### src/rtl/scpg_pkg.sv
// Shared types, constants and helper functions of the stack-code pixel generator.
// Used by scpg_ctrl, scpg_dp and stack_code_pixel_generator; depends on nothing.
package scpg_pkg;

    // Fixed point format and stack geometry.
    localparam int STACK_DEPTH        = 32;
    localparam int PTR_W              = $clog2(STACK_DEPTH);
    localparam int MAX_PROGRAM_DIGITS = 32;
    localparam int FRACTION_BITS      = 16;
    localparam int VAL_W              = FRACTION_BITS + 2;
    localparam int WIDE_W             = 40;
    localparam int DIV_STEPS          = 36;
    localparam int SQRT_STEPS         = 18;
    localparam int RECIP_SHIFT        = 28;

    typedef logic signed [VAL_W-1:0] val_t;

    // Configuration register indexes.
    localparam logic [2:0] REG_CODE_LOW     = 3'd0;
    localparam logic [2:0] REG_CODE_HIGH    = 3'd1;
    localparam logic [2:0] REG_CODE_LENGTH  = 3'd2;
    localparam logic [2:0] REG_IMAGE_WIDTH  = 3'd3;
    localparam logic [2:0] REG_IMAGE_HEIGHT = 3'd4;

    // Program opcodes.
    localparam logic [3:0] OP_PUSH_X = 4'd0;
    localparam logic [3:0] OP_PUSH_Y = 4'd1;
    localparam logic [3:0] OP_MEAN2  = 4'd2;
    localparam logic [3:0] OP_MEAN5  = 4'd5;
    localparam logic [3:0] OP_SIN    = 4'd6;
    localparam logic [3:0] OP_COS    = 4'd7;
    localparam logic [3:0] OP_MUL    = 4'd8;
    localparam logic [3:0] OP_HYPOT  = 4'd9;

    // Datapath commands issued by the controller, one per cycle.
    typedef enum logic [5:0] {
        CMD_NOP, CMD_CAPTURE, CMD_DIVX_LOAD, CMD_DIVY_LOAD, CMD_DIV_STEP,
        CMD_SET_XF, CMD_SET_YF, CMD_WR_XF0, CMD_WR_YF1, CMD_PUSH_XF, CMD_PUSH_YF,
        CMD_POP, CMD_SUM_CLR, CMD_SUM_ADD, CMD_MEAN_MUL, CMD_PUSH_MEAN,
        CMD_A_LOAD, CMD_B_LOAD, CMD_MUL_AB, CMD_PUSH_PROD, CMD_SQ_A, CMD_SQ_B,
        CMD_SQ_LOAD, CMD_SQ_STEP, CMD_PUSH_HYP, CMD_TRIG_LOAD, CMD_MUL_UU,
        CMD_U2, CMD_MUL_PU2, CMD_HORNER, CMD_MUL_PU, CMD_PUSH_SIN, CMD_LEVEL
    } cmd_op_t;

    // Command with its small argument (mean count, cosine flag or coefficient index).
    typedef struct packed {
        cmd_op_t    op;
        logic [2:0] arg;
    } dp_cmd_t;

    // Saturate a wide signed value to the stack range.
    function automatic val_t sat_val(input logic signed [WIDE_W-1:0] v);
        logic signed [WIDE_W-1:0] vmax;
        logic signed [WIDE_W-1:0] vmin;
        vmax = (WIDE_W'(1) <<< (VAL_W - 1)) - WIDE_W'(1);
        vmin = -(WIDE_W'(1) <<< (VAL_W - 1));
        if (v > vmax) begin
            return val_t'(vmax);
        end else if (v < vmin) begin
            return val_t'(vmin);
        end
        return val_t'(v);
    endfunction

    // Signed Q30 Taylor coefficients of sin(pi/2*u), odd index negative.
    function automatic logic signed [33:0] sin_coef(input logic [2:0] k);
        case (k)
            3'd0:    return  34'sd1686629713;
            3'd1:    return -34'sd693598668;
            3'd2:    return  34'sd85569306;
            3'd3:    return -34'sd5026995;
            3'd4:    return  34'sd172272;
            3'd5:    return -34'sd3864;
            3'd6:    return  34'sd61;
            default: return  34'sd0;
        endcase
    endfunction

    // Reciprocal of the mean count scaled by 2^RECIP_SHIFT, rounded up so that
    // the product gives the exact floor quotient for dividends below 2^26.
    function automatic logic signed [33:0] mean_recip(input logic [2:0] cnt);
        case (cnt)
            3'd2:    return 34'sd134217728;
            3'd3:    return 34'sd89478486;
            3'd4:    return 34'sd67108864;
            3'd5:    return 34'sd53687092;
            default: return 34'sd0;
        endcase
    endfunction

endpackage

### src/rtl/scpg_ctrl.sv
// Controller of the stack-code pixel generator: sequences scaling, program
// execution and output hand-off. Depends on scpg_pkg.
module scpg_ctrl (
    input  logic                   aclk,
    input  logic                   aresetn,
    input  logic                   s_tvalid,
    output logic                   s_tready,
    output logic                   m_tvalid,
    input  logic                   m_tready,
    input  logic [63:0]            code_low,
    input  logic [63:0]            code_high,
    input  logic [5:0]             code_length,
    output scpg_pkg::dp_cmd_t      cmd
);
    import scpg_pkg::*;

    typedef enum logic [5:0] {
        ST_IDLE   = 6'b000001,
        ST_DIVX   = 6'b000010,
        ST_DIVY   = 6'b000100,
        ST_INIT   = 6'b001000,
        ST_EXEC   = 6'b010000,
        ST_FINISH = 6'b100000
    } state_t;

    state_t      state_reg, state_next;
    logic [5:0]  step_reg, step_next;
    logic [4:0]  pc_reg, pc_next;
    logic        m_valid_reg, m_valid_next;
    logic [5:0]  prog_len;
    logic [127:0] code_all;
    logic [3:0]  digit;
    dp_cmd_t     exec_cmd;
    logic        exec_last;
    logic [5:0]  cnt2;
    logic [5:0]  trig_j;

    assign s_tready = (state_reg == ST_IDLE);
    assign m_tvalid = m_valid_reg;

    // Program length limited to the digit store.
    assign prog_len = (code_length > 6'(MAX_PROGRAM_DIGITS)) ?
                      6'(MAX_PROGRAM_DIGITS) : code_length;
    assign code_all = {code_high, code_low};
    assign digit    = code_all[{pc_reg, 2'b00} +: 4];
    assign cnt2     = {2'b00, digit[2:0], 1'b0};
    assign trig_j   = step_reg - 6'd4;

    // Micro-sequence of one opcode, indexed by the step counter.
    always_comb begin
        exec_cmd  = '{op: CMD_NOP, arg: 3'd0};
        exec_last = 1'b0;
        case (digit) inside
            OP_PUSH_X: begin
                exec_cmd.op = CMD_PUSH_XF;
                exec_last   = 1'b1;
            end
            OP_PUSH_Y: begin
                exec_cmd.op = CMD_PUSH_YF;
                exec_last   = 1'b1;
            end
            [OP_MEAN2:OP_MEAN5]: begin
                if (step_reg == 6'd0) begin
                    exec_cmd.op = CMD_SUM_CLR;
                end else if (step_reg <= cnt2) begin
                    exec_cmd.op = step_reg[0] ? CMD_POP : CMD_SUM_ADD;
                end else if (step_reg == cnt2 + 6'd1) begin
                    // Divide by the count through a reciprocal multiply.
                    exec_cmd.op  = CMD_MEAN_MUL;
                    exec_cmd.arg = digit[2:0];
                end else begin
                    exec_cmd.op = CMD_PUSH_MEAN;
                    exec_last   = 1'b1;
                end
            end
            OP_SIN, OP_COS: begin
                if (step_reg == 6'd0) begin
                    exec_cmd.op = CMD_POP;
                end else if (step_reg == 6'd1) begin
                    exec_cmd.op  = CMD_TRIG_LOAD;
                    exec_cmd.arg = {2'b00, (digit == OP_COS)};
                end else if (step_reg == 6'd2) begin
                    exec_cmd.op = CMD_MUL_UU;
                end else if (step_reg == 6'd3) begin
                    exec_cmd.op = CMD_U2;
                end else if (step_reg <= 6'd15) begin
                    // Six Horner rounds, coefficient index counting down from five.
                    exec_cmd.op  = trig_j[0] ? CMD_HORNER : CMD_MUL_PU2;
                    exec_cmd.arg = 3'd5 - trig_j[3:1];
                end else if (step_reg == 6'd16) begin
                    exec_cmd.op = CMD_MUL_PU;
                end else begin
                    exec_cmd.op = CMD_PUSH_SIN;
                    exec_last   = 1'b1;
                end
            end
            OP_MUL, OP_HYPOT: begin
                case (step_reg)
                    6'd0, 6'd2: exec_cmd.op = CMD_POP;
                    6'd1:       exec_cmd.op = CMD_A_LOAD;
                    6'd3:       exec_cmd.op = CMD_B_LOAD;
                    default: begin
                        if (digit == OP_MUL) begin
                            if (step_reg == 6'd4) begin
                                exec_cmd.op = CMD_MUL_AB;
                            end else begin
                                exec_cmd.op = CMD_PUSH_PROD;
                                exec_last   = 1'b1;
                            end
                        end else if (step_reg == 6'd4) begin
                            exec_cmd.op = CMD_SQ_A;
                        end else if (step_reg == 6'd5) begin
                            exec_cmd.op = CMD_SQ_B;
                        end else if (step_reg == 6'd6) begin
                            exec_cmd.op = CMD_SQ_LOAD;
                        end else if (step_reg <= 6'd6 + 6'(SQRT_STEPS)) begin
                            exec_cmd.op = CMD_SQ_STEP;
                        end else begin
                            exec_cmd.op = CMD_PUSH_HYP;
                            exec_last   = 1'b1;
                        end
                    end
                endcase
            end
            default: begin
                exec_last = 1'b1;
            end
        endcase
    end

    // Main sequencer.
    always_comb begin
        state_next   = state_reg;
        step_next    = step_reg + 6'd1;
        pc_next      = pc_reg;
        m_valid_next = m_valid_reg & ~m_tready;
        cmd          = '{op: CMD_NOP, arg: 3'd0};
        case (state_reg)
            ST_IDLE: begin
                step_next = 6'd0;
                if (s_tvalid) begin
                    cmd.op     = CMD_CAPTURE;
                    state_next = ST_DIVX;
                end
            end
            ST_DIVX, ST_DIVY: begin
                if (step_reg == 6'd0) begin
                    cmd.op = (state_reg == ST_DIVX) ? CMD_DIVX_LOAD : CMD_DIVY_LOAD;
                end else if (step_reg <= 6'(DIV_STEPS)) begin
                    cmd.op = CMD_DIV_STEP;
                end else begin
                    cmd.op     = (state_reg == ST_DIVX) ? CMD_SET_XF : CMD_SET_YF;
                    step_next  = 6'd0;
                    state_next = (state_reg == ST_DIVX) ? ST_DIVY : ST_INIT;
                end
            end
            ST_INIT: begin
                if (step_reg == 6'd0) begin
                    cmd.op = CMD_WR_XF0;
                end else begin
                    cmd.op     = CMD_WR_YF1;
                    step_next  = 6'd0;
                    pc_next    = 5'd0;
                    state_next = (prog_len == 6'd0) ? ST_FINISH : ST_EXEC;
                end
            end
            ST_EXEC: begin
                cmd = exec_cmd;
                if (exec_last) begin
                    step_next = 6'd0;
                    pc_next   = pc_reg + 5'd1;
                    if ({1'b0, pc_reg} + 6'd1 == prog_len) begin
                        state_next = ST_FINISH;
                    end
                end
            end
            ST_FINISH: begin
                if (step_reg == 6'd0) begin
                    cmd.op = CMD_POP;
                end else if (!m_valid_reg || m_tready) begin
                    // Output register is free: load the level and release the input.
                    cmd.op       = CMD_LEVEL;
                    m_valid_next = 1'b1;
                    state_next   = ST_IDLE;
                end else begin
                    step_next = step_reg;
                end
            end
            default: begin
                state_next = ST_IDLE;
            end
        endcase
    end

    always_ff @(posedge aclk) begin
        if (!aresetn) begin
            state_reg   <= ST_IDLE;
            step_reg    <= 6'd0;
            pc_reg      <= 5'd0;
            m_valid_reg <= 1'b0;
        end else begin
            state_reg   <= state_next;
            step_reg    <= step_next;
            pc_reg      <= pc_next;
            m_valid_reg <= m_valid_next;
        end
    end

endmodule

### config.mk
export PLATFORM = sky130hd
export DESIGN_NAME = scpg_ctrl
export DESIGN_NICKNAME = d
export VERILOG_FILES = /design/src/rtl/scpg_pkg.sv /design/src/rtl/scpg_ctrl.sv
export SDC_FILE = /design/constraint.sdc
export NUM_CORES = 1
export LEC_CHECK = 0
export ABC_CLOCK_PERIOD_IN_PS = 5650
export BUFFER_PORTS_ARGS = -buffer_cell sky130_fd_sc_hd__clkbuf_2
export CAP_MARGIN = 10
export CORE_MARGIN = 2
export CORE_UTILIZATION = 47
export CTS_CLUSTER_DIAMETER = 120
export DETAILED_ROUTE_END_ITERATION = 7
export GPL_TIMING_DRIVEN = 0
export PLACE_DENSITY = 0.8
export SYNTH_ARGS = -nofsm -noshare
export SYNTH_HDL_FRONTEND = slang
export SYNTH_SLANG_ARGS = --single-unit
export TNS_END_PERCENT = 1
### constraint.sdc
create_clock -name aclk -period 5.65 [get_ports aclk]
set_input_delay 0.2825 -clock aclk [delete_from_list [all_inputs] [get_ports aclk]]
set_output_delay 0.2825 -clock aclk [all_outputs]
set_load 0.01 [all_outputs]
==> out/qor.yml, run 1 <==
seq_area_frac_synth_pct: 11.0
clock_sinks: 18
cp_max_fo: 10
synth_nets: 544
yosys.area.top_type: "dfxtp_1"
cts-root-buf: "clkbuf_8"
worstSetupStartpointType: "flip-flop"
intPower_mw: 0.383
syn_to_final_growth_pct: 27.7
setup_ws_ns: 1.16
power_frac_comb_pct: 61.6
grt_pass1_vias: 3560
hold_buffers: 0
start_util_pct: 48.4
end_kind: "flip-flop"
ys_ff_latch: 18
final-hold-violation-count: 0
ir_worst_vdd_uv: 205
synth_common_cells: "40 x nand2_1, 36 x nor2_1, 19 x mux2i_1, 19 x nand3_1, 19 x o21ai_0"
synth.most_common_cell: "nand2_1"
io_buffers: 147
grt_setup_unrepaired: "false"
drive_gt1_share_pct: 37.3
routedWlPerCell_um: 16.3
ys.flop_type: "dfxtp_1"
worst_pin_slew_ns: 0.615
fillCellCount: 618
finClkSkew_ns: 0.00400
synthTopCellsByArea: "dfxtp_1 11%, mux4_2 10%, mux4_1 7.2%"
synth_edf_count: 0
tns_ns: 0
path_clk_slew_ns: 0.08
min_period_ns: 4.49
holdCritPathClass: "in2reg"
synthCells: 393
power.switching_mw: 0.312
track_usage_pct: 26.9
dpl_cell_area_sq_um: 4150
die_h_um: 87.7
final_area_sq_um: 4200
power.share.sequential_pct: 22.6
syn_avg_cell_area_sq_um: 8.37
grt_antenna_before_repair: 0
cts_setup_buffers: 0
drv_slew: 0
routed_wl_mm: 10.4
vias_per_cell: 5.91
rows: 30
cts_max_level: 1
yosys_warnings: 0
cts_resized: 0
r2r_cells: 16
insertion_delay_ns: 0.26
pwr-share-clk_pct: 15.8
die_w_um: 87.7
drtPass1Iterations: 5
crit_type: "reg2reg"
power_density_nw_per_um2: 165
fmax_ghz: 0.223
die_area_sq_um: 7690
setup_viol: 0
vias: 3781
drt_iter0_markers: 287
cp.required_ns: 5.81
cts_buffer_depth: 2
synthArstFlopShare_pct: 0
drc_errors: 0
relSlewSlack_pct: 58.9
r2r_setup_slack_ns: 1.16
swShare_pct: 44.9
finalCritPeriodShare_pct: 79.5
utilization_pct: 61.8
layout.nets: 696
register_area_sq_um: 360
numCtsBuffers: 3
grt_pass1_wl_mm: 16.5
cap_viol_max_count: 0
tritoncts: "yes"
place_congestion: 0.942
synth_area_sq_um: 3290
preCtsSetupSlack_ns: 1.27
cp.arrival_ns: 4.65
multi_input_area_sq_um: 2650
leakagePower_nw: 1.82
grt_max_degree: 11
core_sq_um: 6790
gr-total-overflow: 0
status: "completed"
synth_top_cell_area_share_pct: 11.0
hold_depth: 2
synthDistinctLibCells: 66
ios: 149
place_hpwl_mm: 8.59
ant_nets: 0
diodes: 0
==> worst max-delay path, cell delays in order, from the launching register on <==
cell and delay (ns):
dfxtp_1 0.33, clkbuf_1 0.39, buf_2 0.39, mux4_2 0.37, a22o_1 0.22, a31oi_1 0.18, nand2_1 0.24, inv_4 0.19
ha_1 0.26, and3_1 0.16, a21o_1 0.16, a21oi_1 0.22, a2111o_1 0.23, o311ai_4 0.18, a2111oi_2 0.56, nand2b_4 0.25
nor2_1 0.05
==> layout make-up <==
| cell class | instances | area share [%] |
|---|---|---|
| multi-input combinational | 333 | 63.2 |
| timing repair buffer | 147 | 17.5 |
| sequential | 18 | 8.58 |
| buffer | 30 | 5.45 |
| tap | 96 | 2.86 |
| clock buffer | 4 | 1.31 |
| inverter | 12 | 1.13 |
==> layout by cell type, fill, tap and decap left out, types with 4 or more instances in the layout <==
cell,synthesis,routed
o32ai_1,5,5
xnor2_1,6,6
clkbuf_1,12,12
clkbuf_2,0,147
mux2_2,9,9
o21ai_0,19,19
ha_1,13,13
o31ai_1,4,4
dfxtp_1,18,18
a21oi_1,18,18
mux4_2,15,15
nand2_1,40,40
inv_1,11,11
and3_1,5,5
nor3_1,13,13
a31oi_1,9,9
o211ai_1,4,4
a22oi_1,8,8
o22ai_1,5,5
clkbuf_8,1,5
buf_6,6,6
buf_2,5,5
mux2i_1,19,19
nor2b_1,8,8
mux4_1,9,9
nand2b_1,6,6
nand3_1,19,19
xor2_1,8,8
nor2_1,36,36
==> cell families after synthesis <==
logic type,synth area share [%]
simple gates,23.4
compound gates,21.6
mux,27.0
buf+inv,8.40
flops,11.0
xor+xnor,3.73
fa+ha+maj,4.94
==> power groups by stage <==
stage | registers, mW | clock network, mW | logic [mW]
floorplan | 0.156 | 0 | 0.290
global placement | 0.159 | 0 | 0.407
detailed placement | 0.159 | 0 | 0.417
CTS | 0.156 | 0.109 | 0.421
global route | 0.160 | 0.116 | 0.469
finish | 0.157 | 0.110 | 0.428
==> stage by stage <==
step	total power, mW	instances	hold slack (ns)
finish	0.695	640	0.305
global placement	0.565	636	0.573
CTS	0.687	640	0.314
global route	0.744	640	0.323
detailed placement	0.576	636	0.585
floorplan	0.445	393	0.441
==> layer usage <==
metal / global-route usage, % / share of wire [%] / vias up
met4: 7.27 / 2.0 / 0
met1: 36.3 / 43 / 1752
met2: 45.5 / 47 / 195
li1: - / - / 1808
met3: 3.39 / 7.5 / 26
met5: 0 / 0 / -
==> worst paths after layout <==
path | end | from
worst min register to register | step_reg[5] | step_reg[5]
worst max-delay path | step_reg[0] | pc_reg[2]
worst min-delay path | state_reg[0] | s_tvalid
worst max register to register | step_reg[0] | pc_reg[2]
No activity file was read; power rests on OpenSTA's default activity.
==> inputs of run 2 (changes only) <==
--- a/config.mk
+++ b/config.mk
@@ -5,7 +5,7 @@
 export SDC_FILE = /design/constraint.sdc
 export NUM_CORES = 1
 export LEC_CHECK = 0
-export ABC_CLOCK_PERIOD_IN_PS = 5650
+export ABC_CLOCK_PERIOD_IN_PS = 4600
 export BUFFER_PORTS_ARGS = -buffer_cell sky130_fd_sc_hd__clkbuf_2
 export CAP_MARGIN = 10
 export CORE_MARGIN = 2
==> constraint.sdc (replaced) <==
create_clock -name aclk -period 4.6 [get_ports aclk]
set_input_delay 0.23 -clock aclk [delete_from_list [all_inputs] [get_ports aclk]]
set_output_delay 0.23 -clock aclk [all_outputs]
set_load 0.01 [all_outputs]
==> out/qor.yml, run 2 (same netlist as run 1, synthesis figures left out) <==
status: "completed"
final_common_cell: "clkbuf_2"
worstSetupStartpointType: "flip-flop"
rows: 30  # unchanged
grt_antenna_before_repair: 0  # unchanged
layout.nets: 696  # unchanged
power.share.sequential_pct: 22.5  # about the same
drtPass1Iterations: 6  # +1
place_congestion: 0.942  # unchanged
crit_type: "reg2reg"
numCtsBuffers: 3  # unchanged
routedWlPerCell_um: 16.5  # +1.1%
gr-total-overflow: 0  # unchanged
cap_viol_max_count: 0  # unchanged
io_buffers: 147  # unchanged
ir_worst_vdd_uv: 252  # +23%
tritoncts: "yes"
grtUsageMet1_pct: 36.3  # unchanged
power.switching_mw: 0.386  # +24%
drive_gt1_share_pct: 37.5  # +0.18 points
finClkSkew_ns: 0.00398  # -0.0000231 ns
vias: 3829  # +1.3%
drv_slew: 0  # unchanged
leakagePower_nw: 1.82  # +0.19%
cp_cell_sequence: "buf_6 > buf_12 > mux4_1 > mux4_2 > mux2i_4 > buf_6 > ha_1 > and3_1 > a21o_1 > a21oi_1 > a2111o_1 > o311ai_4 > a2111oi_2 > nand2b_4 > nor2_1"
finalCritPeriodShare_pct: 94.1  # +15 points
drc_errors: 0  # unchanged
path_clk_slew_ns: 0.08  # about the same
cp_common_cell: "buf_6"
power_density_nw_per_um2: 204  # +23%
syn_to_final_growth_pct: 27.7  # about the same
diodes: 0  # unchanged
power_frac_comb_pct: 61.7  # about the same
fmax_ghz: 0.231  # +3.8%
holdCritPathClass: "in2reg"
slowest_delay_ns: 0.60  # +0.04 ns
tns_ns: 0  # unchanged
cp_max_fo: 10  # unchanged
relSlewSlack_pct: 59.1  # +0.17 points
grt_pass1_wl_mm: 16.5  # unchanged
grtUsageMet3_pct: 3.39  # unchanged
grt_pass1_vias: 3560  # unchanged
final-hold-violation-count: 0  # unchanged
drt_iter0_markers: 287  # unchanged
vias_per_cell: 5.98  # +1.3%
cts_max_level: 1  # unchanged
swShare_pct: 45.1  # +0.15 points
min_period_ns: 4.33  # -0.164 ns
pwr-share-clk_pct: 15.8  # about the same
setup_viol: 0  # unchanged
setup_ws_ns: 0.270  # -0.886 ns
die_area_sq_um: 7690  # unchanged
insertion_delay_ns: 0.26  # about the same
core_sq_um: 6790  # unchanged
preCtsSetupSlack_ns: 0.222  # -1.05 ns
clock_sinks: 18  # unchanged
ios: 149  # unchanged
grtUsageMet2_pct: 45.5  # unchanged
track_usage_pct: 26.9  # unchanged
layout_common_cells: "148 x clkbuf_2, 40 x nand2_1, 36 x nor2_1"
worst_pin_slew_ns: 0.612  # -0.00249 ns
fillCellCount: 617  # -0.16%
die_h_um: 87.7  # unchanged
end_kind: "flip-flop"
cts-root-buf: "clkbuf_8"
routed_wl_mm: 10.5  # +1.1%
grt_setup_unrepaired: "false"
cp.required_ns: 4.76  # -1.05 ns
holdWs_ns: 0.252  # -0.0528 ns
hold_buffers: 0  # unchanged
place_hpwl_mm: 8.59  # unchanged
start_util_pct: 48.4  # unchanged
cp.arrival_ns: 4.49  # -0.16 ns
ant_nets: 0  # unchanged
top_usage_layer: "met2"
cts_buffer_depth: 2  # unchanged
intPower_mw: 0.470  # +23%
die_w_um: 87.7  # unchanged
grt_max_degree: 11  # unchanged
slowest_stage: "mux4_1"
[run 2: through the flow]
step	instances	instance area, sq um	power (mW)	util [%]
2_1_floorplan	393	3290	0.547	-
3_3_place_gp	636	4150	0.694	61.0
3_5_place_dp	636	4150	0.708	61.0
4_1_cts	640	4200	0.844	61.8
5_1_grt	640	4200	0.914	61.9
6_report	640	4200	0.856	61.9
[run 2: final timing paths]
kind	from	to	slack, ns	cells past startpoint
min reg2reg	step_reg[4]	step_reg[4]	0.63	3
max reg2reg	pc_reg[1]	step_reg[0]	0.27	15
min	s_tvalid	state_reg[0]	0.25	2
max	pc_reg[1]	step_reg[0]	0.27	15
[run 2: layout make-up]
type | count | area (sq um) | area share [%]
flip-flops and latches | 18 | 360 | 8.57
repair buffers | 147 | 736 | 17.5
multi-input cells | 333 | 2650 | 63.1
inverters | 12 | 47.5 | 1.13
plain buffers | 30 | 230 | 5.48
clock buffers | 4 | 55.1 | 1.31
well taps | 96 | 120 | 2.86
[run 2: power groups by stage]
stage	combinational (mW)	clock [mW]	sequential (mW)
final	0.529	0.135	0.193
after global routing	0.576	0.142	0.196
after CTS	0.518	0.134	0.192
after detailed placement	0.512	0	0.196
after global placement	0.500	0	0.195
after floorplan	0.356	0	0.191
[run 2: per-layer routing]
layer / wire length [um] / vias to the layer above / share of wire [%]
li1: - / 1805 / -
met1: 4480 / 1763 / 43
met2: 4860 / 224 / 46
met3: 912 / 37 / 8.7
met4: 282 / 0 / 2.7
met5: 0 / - / 0
[run 2: critical path, delay by kind of cell, from the launching register on]
kind	cells	cell delay, ns
AOI/OAI and AO/OA	5	1.35
adders and majority gates	1	0.24
buffers and inverters	3	0.48
DFF	1	0.35
muxes	3	1.31
and+or+nand+nor	3	0.48
[run 2: timing repair]
item / in CTS / in global routing
setup buffers: 0 / 0
gates resized for setup: 0 / 2
hold endpoints to repair: 0 / 0
setup endpoints to repair: 0 / 5
